$ cat src/sehr_pkg.sv
// Shared types, constants and helpers for the switch edge/hold-repeat block.
// No dependencies.
`timescale 1ns / 1ps

package sehr_pkg;

   // timer idle sentinel and duration limits
   localparam int REPEAT_IDLE    = 65535;
   localparam int ACTIVE_LIMIT   = 1023;
   localparam int INACTIVE_LIMIT = 1023;

   localparam int CNT_W    = 10;
   localparam int TIMER_W  = 16;
   localparam int CNT_MAX  = (1 << CNT_W) - 1;

   localparam logic [CNT_W-1:0] ACT_LIM =
      CNT_W'((ACTIVE_LIMIT > CNT_MAX) ? CNT_MAX : ACTIVE_LIMIT);
   localparam logic [CNT_W-1:0] INACT_LIM =
      CNT_W'((INACTIVE_LIMIT > CNT_MAX) ? CNT_MAX : INACTIVE_LIMIT);
   localparam logic [TIMER_W-1:0] TIMER_IDLE = TIMER_W'(REPEAT_IDLE);
   localparam logic [TIMER_W-1:0] TIMER_TOP  = TIMER_W'(REPEAT_IDLE - 1);

   // rise_result codes
   localparam logic [1:0] RISE_NONE    = 2'd0;
   localparam logic [1:0] RISE_ON      = 2'd1;
   localparam logic [1:0] RISE_BLOCKED = 2'd2;

   // fall_result codes
   localparam logic [1:0] FALL_NONE    = 2'd0;
   localparam logic [1:0] FALL_VALID   = 2'd1;
   localparam logic [1:0] FALL_INVALID = 2'd2;

   // register indexes
   localparam logic REG_START_DELAY   = 1'b0;
   localparam logic REG_REPEAT_PERIOD = 1'b1;

   localparam int CSR_ADDR_W = 3;
   localparam int CSR_DATA_W = 32;

   typedef struct packed {
      logic pressed;
      logic rise_condition;
      logic fall_condition;
      logic start_condition;
      logic hold_condition;
   } req_payload_type;

   typedef struct packed {
      logic [1:0]         rise_result;
      logic [1:0]         fall_result;
      logic               repeat_pulse;
      logic [CNT_W-1:0]   press_ticks;
      logic [CNT_W-1:0]   release_ticks;
   } rsp_payload_type;

   typedef struct packed {
      logic [TIMER_W-1:0] start_delay;
      logic [TIMER_W-1:0] repeat_period;
   } cfg_type;

   typedef struct packed {
      logic               level;
      logic [CNT_W-1:0]   press_count;
      logic [CNT_W-1:0]   release_count;
      logic [TIMER_W-1:0] repeat_timer;
      logic               off_armed;
   } state_type;

   function automatic logic [TIMER_W-1:0] clamp_time(input logic [TIMER_W-1:0] t);
      return (t < TIMER_TOP) ? t : TIMER_TOP;
   endfunction

endpackage

$ cat src/sehr_csr.sv
// APB-style register file: start_delay and repeat_period.
// Depends on sehr_pkg.
`timescale 1ns / 1ps

module sehr_csr (
   input  logic                                clock,
   input  logic                                reset,
   input  logic                                csr_psel,
   input  logic                                csr_penable,
   input  logic                                csr_pwrite,
   input  logic [sehr_pkg::CSR_ADDR_W-1:0]     csr_paddr,
   input  logic [sehr_pkg::CSR_DATA_W-1:0]     csr_pwdata,
   output logic [sehr_pkg::CSR_DATA_W-1:0]     csr_prdata,
   output logic                                csr_pready,
   output sehr_pkg::cfg_type                   cfg
);

   sehr_pkg::cfg_type cfg_ff, cfg_in;
   logic              wr_en;

   assign csr_pready = 1'b1;
   assign wr_en      = csr_psel && csr_penable && csr_pwrite && csr_pready;

   // word decode on address bit 2; low bits ignored
   always_comb begin
      cfg_in = cfg_ff;
      if (wr_en) begin
         unique case (csr_paddr[2])
            sehr_pkg::REG_START_DELAY:
               cfg_in.start_delay = csr_pwdata[sehr_pkg::TIMER_W-1:0];
            sehr_pkg::REG_REPEAT_PERIOD:
               cfg_in.repeat_period = csr_pwdata[sehr_pkg::TIMER_W-1:0];
            default: cfg_in = cfg_ff;
         endcase
      end
   end

   always_comb begin
      unique case (csr_paddr[2])
         sehr_pkg::REG_START_DELAY:
            csr_prdata = sehr_pkg::CSR_DATA_W'(cfg_ff.start_delay);
         sehr_pkg::REG_REPEAT_PERIOD:
            csr_prdata = sehr_pkg::CSR_DATA_W'(cfg_ff.repeat_period);
         default: csr_prdata = '0;
      endcase
   end

   always_ff @(posedge clock) begin
      if (reset) begin
         cfg_ff <= '0;
      end else begin
         cfg_ff <= cfg_in;
      end
   end

   assign cfg = cfg_ff;

endmodule

$ cat src/sehr_step.sv
// One-tick update: duration counters, edge results, armed flag, repeat timer.
// Depends on sehr_pkg.
`timescale 1ns / 1ps

module sehr_step (
   input  sehr_pkg::state_type        state,
   input  sehr_pkg::req_payload_type  req,
   input  sehr_pkg::cfg_type          cfg,
   output sehr_pkg::state_type        state_next,
   output sehr_pkg::rsp_payload_type  rsp
);

   logic                           rising;
   logic                           falling;
   logic                           armed_kept;
   logic [sehr_pkg::CNT_W-1:0]     press_cnt;
   logic [sehr_pkg::CNT_W-1:0]     release_cnt;
   logic [sehr_pkg::TIMER_W-1:0]   timer;
   logic [sehr_pkg::TIMER_W-1:0]   reload;
   logic                           pulse;

   assign rising  = req.pressed && !state.level;
   assign falling = !req.pressed && state.level;
   // a low fall_condition disarms before the falling edge is judged
   assign armed_kept = req.fall_condition && state.off_armed;

   always_comb begin
      press_cnt   = state.press_count;
      release_cnt = state.release_count;
      if (req.pressed) begin
         if (press_cnt < sehr_pkg::ACT_LIM) press_cnt = press_cnt + 1'b1;
      end else begin
         if (release_cnt < sehr_pkg::INACT_LIM) release_cnt = release_cnt + 1'b1;
      end
      // clear on the opposite previous level
      if (!state.level) begin
         press_cnt = '0;
      end else begin
         release_cnt = '0;
      end
   end

   always_comb begin
      timer  = state.repeat_timer;
      reload = sehr_pkg::clamp_time(cfg.repeat_period);
      pulse  = 1'b0;
      if (!req.pressed || !req.start_condition ||
          (!req.hold_condition && state.repeat_timer != sehr_pkg::TIMER_IDLE)) begin
         timer = sehr_pkg::TIMER_IDLE;
      end else if (state.repeat_timer == sehr_pkg::TIMER_IDLE && rising) begin
         timer = sehr_pkg::clamp_time(cfg.start_delay);
      end else begin
         if (timer != '0 && timer != sehr_pkg::TIMER_IDLE && req.hold_condition)
            timer = timer - 1'b1;
         if (timer == '0) begin
            // zero period: single pulse, then back to idle
            timer = (reload == '0) ? sehr_pkg::TIMER_IDLE : reload;
            pulse = 1'b1;
         end
      end
   end

   always_comb begin
      state_next.level         = req.pressed;
      state_next.press_count   = press_cnt;
      state_next.release_count = release_cnt;
      state_next.repeat_timer  = timer;
      state_next.off_armed     = (!req.pressed && req.fall_condition) ? 1'b1 : armed_kept;

      rsp.rise_result   = !rising ? sehr_pkg::RISE_NONE :
                          (req.rise_condition ? sehr_pkg::RISE_ON : sehr_pkg::RISE_BLOCKED);
      rsp.fall_result   = !falling ? sehr_pkg::FALL_NONE :
                          (armed_kept ? sehr_pkg::FALL_VALID : sehr_pkg::FALL_INVALID);
      rsp.repeat_pulse  = pulse;
      rsp.press_ticks   = press_cnt;
      rsp.release_ticks = release_cnt;
   end

endmodule

$ cat src/switch_edge_hold_repeat.sv
// Top level of the switch edge detector with hold auto-repeat.
// Depends on sehr_pkg, sehr_csr and sehr_step.
//
// Each req_ transfer is one tick of switch sampling and produces exactly one
// rsp_ transfer. While rsp_ready is high the block sustains one transfer per
// clock: the tick update is a single pass of logic from the accepted request
// into the state and result registers, so throughput is set only by
// that one result register. req_ready drops only while a result is held
// waiting for rsp_ready; a held result does not block the next request once
// rsp_ready is high in the same cycle. Registers start_delay (offset 0x0)
// and repeat_period (offset 0x4) are written through the csr_ port and
// should only be changed while no tick is in flight. After reset the
// release count reads at its limit and the repeat timer is idle.
`timescale 1ns / 1ps

module switch_edge_hold_repeat (
   input  logic                                clock,
   input  logic                                reset,
   // tick request
   input  logic                                req_valid,
   output logic                                req_ready,
   input  sehr_pkg::req_payload_type           req_data,
   // tick result
   output logic                                rsp_valid,
   input  logic                                rsp_ready,
   output sehr_pkg::rsp_payload_type           rsp_data,
   // configuration
   input  logic                                csr_psel,
   input  logic                                csr_penable,
   input  logic                                csr_pwrite,
   input  logic [sehr_pkg::CSR_ADDR_W-1:0]     csr_paddr,
   input  logic [sehr_pkg::CSR_DATA_W-1:0]     csr_pwdata,
   output logic [sehr_pkg::CSR_DATA_W-1:0]     csr_prdata,
   output logic                                csr_pready
);

   sehr_pkg::cfg_type          cfg;
   sehr_pkg::state_type        state_ff, state_in, state_next;
   sehr_pkg::rsp_payload_type  rsp_ff, rsp_in, rsp_next;
   logic                       rsp_valid_ff, rsp_valid_in;
   logic                       req_xfer;

   sehr_csr u_csr (
      .clock       (clock),
      .reset       (reset),
      .csr_psel    (csr_psel),
      .csr_penable (csr_penable),
      .csr_pwrite  (csr_pwrite),
      .csr_paddr   (csr_paddr),
      .csr_pwdata  (csr_pwdata),
      .csr_prdata  (csr_prdata),
      .csr_pready  (csr_pready),
      .cfg         (cfg)
   );

   sehr_step u_step (
      .state      (state_ff),
      .req        (req_data),
      .cfg        (cfg),
      .state_next (state_next),
      .rsp        (rsp_next)
   );

   // result slot is free when empty or being drained this cycle
   assign req_ready = !rsp_valid_ff || rsp_ready;
   assign req_xfer  = req_valid && req_ready;

   always_comb begin
      state_in     = req_xfer ? state_next : state_ff;
      rsp_in       = req_xfer ? rsp_next : rsp_ff;
      rsp_valid_in = req_xfer ? 1'b1 : (rsp_valid_ff && !rsp_ready);
   end

   always_ff @(posedge clock) begin
      if (reset) begin
         state_ff.level         <= 1'b0;
         state_ff.press_count   <= '0;
         state_ff.release_count <= sehr_pkg::INACT_LIM;
         state_ff.repeat_timer  <= sehr_pkg::TIMER_IDLE;
         state_ff.off_armed     <= 1'b0;
         rsp_valid_ff           <= 1'b0;
      end else begin
         state_ff     <= state_in;
         rsp_valid_ff <= rsp_valid_in;
      end
   end

   // payload register, no reset
   always_ff @(posedge clock) begin
      rsp_ff <= rsp_in;
   end

   assign rsp_valid = rsp_valid_ff;
   assign rsp_data  = rsp_ff;

endmodule

$ cat config.mk
export PLATFORM = sky130hd
export DESIGN_NAME = switch_edge_hold_repeat
export DESIGN_NICKNAME = d
export VERILOG_FILES = /design/src/sehr_pkg.sv /design/src/sehr_csr.sv /design/src/sehr_step.sv /design/src/switch_edge_hold_repeat.sv
export SDC_FILE = /design/constraint.sdc
export NUM_CORES = 1
export LEC_CHECK = 0
export BUFFER_PORTS_ARGS = -buffer_cell sky130_fd_sc_hd__buf_2
export CORE_MARGIN = 2
export CORE_UTILIZATION = 50
export DETAILED_ROUTE_END_ITERATION = 10
export GPL_TIMING_DRIVEN = 0
export PLACE_DENSITY = 0.76
export SYNTH_ARGS = -nofsm -noshare
export SYNTH_HDL_FRONTEND = slang
export SYNTH_SLANG_ARGS = --single-unit
$ cat constraint.sdc
create_clock -name clock -period 2.6 [get_ports clock]
set_input_delay 0.26 -clock clock [delete_from_list [all_inputs] [get_ports clock]]
set_output_delay 0.26 -clock clock [all_outputs]
set_load 0.03 [all_outputs]
==> Word-level counts from Yosys, hierarchy flattened <==
Index checks and enable logic that the tools add are counted.
W data, S select, Z words.
{ "word_totals": {"regBits": 96, "input_bits": 47, "out_inout_bits": 60, "wordCells": 71} }
{ "op_classes": {"n_addsub": 3, "n_lt_le_gt_ge": 4, "eq_ne": 2, "mux": 21, "bitwise_logic": 1, "reduce_logical": 27} }
{ "op_table": {"columns": ["op", "count"], "rows": [
  ["$mux W16", 9],
  ["$pmux W32 S2", 1],
  ["$mux W10", 6],
  ["$logic_not A16 Y1", 2],
  ["$lt A16 B16 Y1 const B", 2],
  ["$add A10 B1 Y10 const B", 2],
  ["$lt A10 B10 Y1 const B", 2],
  ["$eq A16 B16 Y1 const B", 1],
  ["$ne A16 B16 Y1 const B", 1],
  ["$reduce_bool A16 Y1", 1],
  ["$sub A16 B1 Y16 const B", 1],
  ["$logic_and A1 B1 Y1", 12],
  ["$logic_not A1 Y1", 6],
  ["$mux W2", 2],
  ["$reduce_and A2 Y1", 2],
  ["$logic_or A1 B1 Y1", 3],
  ["$mux W1", 3],
  ["$reduce_or A2 Y1", 1],
  ["$not A1 Y1", 1]
]} }

==> Depth between registers and ports, before layout <==
{ "logic_depth": {"word_depth": 10, "depth_mapped": 12} }

==> Hierarchy <==
A second synthesis with hierarchy kept.
{ "hier_totals": {"cells_unflattened": 642, "area_unflattened_um2": 5855.6} }
{ "by_module_without_submodules": {"columns": ["mod", "n_inst", "cells_per_inst", "area_per_inst_um2"], "rows": [
  ["switch_edge_hold_repeat", 1, 198, 2368.5],
  ["sehr_step", 1, 283, 1796.7],
  ["sehr_csr", 1, 161, 1690.4]
]} }

==> Least setup slack after synthesis <==
No wires, ideal clock.
{ "synth_path": {"path_type": "register -> register", "start": "register state_ff[4] in the netlist's numbering", "end": "register rsp_ff (netlist bit rsp_data[20]), data pin", "t_arrival_ns": 2.236, "required_ns": 2.337, "path_slack_ns": 0.101, "stages_incl_launch_ff": 11, "path_buffers": 3, "period_less_slack_ns": 2.499, "cell_sequence": "dfxtp_1 > buf_6 > nor4_4 > nand4_1 > o21ai_1 > nor3_1 > o2111ai_1 > and4bb_1 > buf_4 > buf_6 > nor2b_1"} }
{ "synth_between": {"elab_chain_len": 8} }
{ "synth_rtl": {"columns": ["element", "line_no", "source"], "rows": [
  ["from (decl)", "switch_edge_hold_repeat.sv:38", "sehr_pkg::state_type state_ff, state_in, state_next;"],
  ["from (signal assigned)", "switch_edge_hold_repeat.sv:83", "state_ff <= state_in;"],
  ["parallel branches: the longest is 8 deep, another holds $sub A16 B1 Y16", null, null],
  ["to (signal assigned)", "switch_edge_hold_repeat.sv:90", "rsp_ff <= rsp_in;"],
  ["to (decl)", "switch_edge_hold_repeat.sv:39", "sehr_pkg::rsp_payload_type rsp_ff, rsp_in, rsp_next;"]
]} }
Several ways; the timed one is not identified. The select of a mux whose other input is x is not followed.
A chain may end at the register's enable or synchronous reset.

==> Worst setup path in the final report <==
{ "layout_path": {"start": "register state_ff[3] in the netlist's numbering", "end": "register state_ff[8] in the netlist's numbering"} }
{ "layout_between": {"elab_chain_len": 10} }
{ "layout_rtl": {"columns": ["element", "line_no", "source"], "rows": [
  ["parallel branches: the longest is 9 deep, another holds $sub A16 B1 Y16", null, null],
  ["$mux W16 *", "sehr_step.sv:47", "if (!req.pressed || !req.start_condition ||"]
]} }
Mark *: on every way between the ends. The select of a mux whose other input is x is not followed.

==> flow_summary.yaml <==
critical_path:
  crit_chain: "buf_8, or4_4, nor4_4, a31oi_1, o2bb2ai_1, o2111ai_1, and4bb_1, buf_6, buf_4, o21ai_0, a31oi_1"
  slowest_stage: "or4_4"
  crit_top_cell: "a31oi_1"
  reg2reg_to: "state_ff[8]"
  cp-end-kind: "flip-flop"
  worstSetupStartpointType: "flip-flop"
  worst_ep_required_time_ns: 2.89
  reg2reg_slack_ns: -0.16
  cp.arrival_ns: 3.05
  worstSetupPathType: "reg2reg"
  reg2reg_from: "state_ff[3]"
  worst-path-buf-inv: 3
  reg2regPathDepth: 11
  max_stage_delay_ns: 0.53
  path_max_fanout: 8
  crit_family: "simple AND/OR/NAND/NOR gates"
die:
  io_pins: 107
  core_area_sq_um: 9819
  initial_core_util_pct: 51.67
  row_count: 36
  die-area_sq_um: 10970
  chipHeight_um: 104.7
  die_w_um: 104.7
min_path:
  hp-start: "csr_pwdata[5]"
  min_path_cells: 3
  hold_end: "u_csr.cfg[5]"
  hp-class: "in2reg"
cts:
  numCtsBuffers: 9
  cts_max_path_buffers: 2
  clock-sinks: 96
  cts_tree: "built"
  htree_levels: 3
  insertion_delay_ns: 0.38
  hold_buffers: 0
  path_clk_slew_ns: 0.09
  cts-root-buf: "clkbuf_8"
drt:
  dr_wl_met3_um: 871
  m1WireLength_um: 5827
  vias: 4857
  drt_iter0_drc: 407
  dr.pass1.iters: 7
  wl_met2_um: 6456
  highest_layer: "met4"
  drc_errors: 0
  post_drt_wl_per_cell_um: 15.79
  wl_um: 13500
  vias_per_cell: 5.681
  postRouteAntennaNets: 0
timing:
  setup_viol: 15
  max_slew.worst_pin.slew_ns: 0.8066
  finalHoldViolations: 0
  min_period_ns: 2.760
  post-route-period-util_pct: 106.2
  fin_setup_tns_ns: -1.270
  clock.fmax_mhz: 362.3
  slew_violations: 0
  skew_ns: 0.01004
  whs_ns: 0.1221
  setup_ws_ns: -0.1600
  slew_headroom_pct: 46.23
  grt_setup_unrepaired: "true"
power:
  powerDensity_nw_per_um2: 531.4
  p_int_mw: 2.325
  switching_share_pct: 29.58
  p_seq_share_pct: 50.4
  p_sw_uw: 976.3
  combPwrFrac_pct: 18.3
  pwr-share-clk_pct: 31.3
  ir_drop_mv: 0.3424
  p_leak_nw: 2.401
yosys:
  synth-edff-count: 25
  synth-async-reset-ratio_pct: 0
  yosys_most_used_dff: "dfxtp_1"
  synth_warnings: 0
  synth_most_common_cell: "nand2_1"
  syn_inst: 600
  synth.distinct_cells: 60
  synth_area_per_cell_sq_um: 8.456
  yosysSeqAreaShare_pct: 42.81
  synthTopCellsByArea: "dfxtp_1, edfxtp_1, nand2_1, a21oi_1, mux2_2"
  yosysTopAreaCellShare_pct: 28.01
  synth_top_area_cell: "dfxtp_1"
  ys_ff_latch: 96
  syn_area_sq_um: 5074
  synth_commonest_cells: "nand2_1, dfxtp_1, a21oi_1"
final_layout:
  area_growth_pct: 22.44
  nets: 769
  antenna_cells: 0
  final_layout_size_suffix_gt1_share_pct: 27.29
  fillers: 886
  fin_cells: 855
outcome:
  violations: "negative setup slack"
  outcome: "finished with violations"
grt:
  grt_pass1_wl_um: 21380
  grt_usage_pct: 23.85
  antenna_found_initial: 0
  grt_pass1_vias: 4471
  grt-ovfl-total: 0
  grt_max_degree: 35
placement:
  place_hpwl_um: 9616
  gp_congestion: 0.9169
  dp.cells: 818
  port_buffers: 70
job:
  cap_violations: 0
[per-stage QoR]
| stage | setup slack [ns] | utilization [%] | instance area [sq um] | power, mW |
|---|---|---|---|---|
| global route | -0.2338 | 63.26 | 6212 | 3.442 |
| CTS | 0.0002001 | 61.52 | 6041 | 3.272 |
| global placement | -0.4185 | 57.51 | 5647 | 2.232 |
| detailed placement | -0.4727 | 57.52 | 5648 | 2.247 |
| floorplan | 0.1011 | - | 5130 | 2.093 |
| finish | -0.1600 | 63.26 | 6212 | 3.301 |
[final cells by class]
class / instances / area [sq um] / area share, %
repair buffers: 95 / 545.5 / 8.781
clock inverters: 4 / 51.30 / 0.8258
flip-flops and latches: 96 / 2193 / 35.31
plain buffers: 50 / 314.1 / 5.055
well taps: 133 / 166.4 / 2.679
clock buffers: 12 / 156.4 / 2.518
inverters: 8 / 30.03 / 0.4834
multi-input cells: 457 / 2755 / 44.35
[kinds of logic after synthesis]
group | count (synthesis) | synth area share [%]
AND/OR/NAND/NOR | 269 | 26.02
other | 2 | 0.1480
flip-flops | 96 | 42.81
multiplexers | 23 | 4.957
XOR/XNOR | 25 | 4.316
buffers and inverters | 62 | 6.535
AO/OA/AOI/OAI | 118 | 13.98
adder cells (fa/ha/maj) | 5 | 1.233
[how the worst max path moves through the flow]
| stage | to | from | slack [ns] | cells after the start |
|---|---|---|---|---|
| after detailed placement | state_ff[15] | state_ff[1] | -0.47 | 12 |
| after floorplan | rsp_data[20] | state_ff[4] | 0.10 | 10 |
| after global placement | state_ff[15] | state_ff[1] | -0.42 | 12 |
| final | state_ff[8] | state_ff[3] | -0.16 | 11 |
| after CTS | rsp_data[20] | state_ff[6] | 0.0002 | 9 |
| after global routing | state_ff[12] | state_ff[3] | -0.23 | 11 |
[worst reg2reg max path, stage by stage, from the launching register on]
cell       delay, ns
dfxtp_4         0.37
buf_8           0.12
or4_4           0.53
nor4_4          0.32
a31oi_1         0.14
o2bb2ai_1       0.16
o2111ai_1       0.11
and4bb_1        0.35
buf_6           0.16
buf_4           0.12
o21ai_0         0.10
a31oi_1         0.19
[layout by cell type, fill, tap and decap left out, types with 10 or more instances in the layout]
cell type	n
nand2_1	112
a21oi_1	50
buf_4	40
dfxtp_1	60
nand3_1	14
xnor2_1	11
clkbuf_1	21
xor2_1	13
nor3_1	18
buf_2	70
mux2_2	17
conb_1	17
o22ai_1	10
edfxtp_1	25
nor2_1	43
nand4_1	20
a31oi_1	14
[sequential cells by signal (all words and copies together) (netlist names)]
register   count
rsp_data      25
rsp_valid      1
state_ff      38
u_csr.cfg     32
[power by group through the flow]
stage	sequential [mW]	combinational, mW	clock, mW
after detailed placement	1.69	0.554	0
after floorplan	1.75	0.346	0
after global routing	1.67	0.650	1.12
after CTS	1.66	0.567	1.04
final	1.66	0.604	1.03
after global placement	1.69	0.543	0
[routing by layer]
metal	track usage, %	vias to the layer above
met1	31.42	2278
met2	39.01	200
li1	-	2341
met3	4.492	38
met4	8.762	0
met5	0	-
[what timing repair did]
item                       4_1_cts  5_1_grt
cloned                           0        1
gates resized for setup         37       20
setup endpoints to repair       17       18
setup buffers                   13       11
pin swaps                       14       21
(Power assumes the default switching activity.)
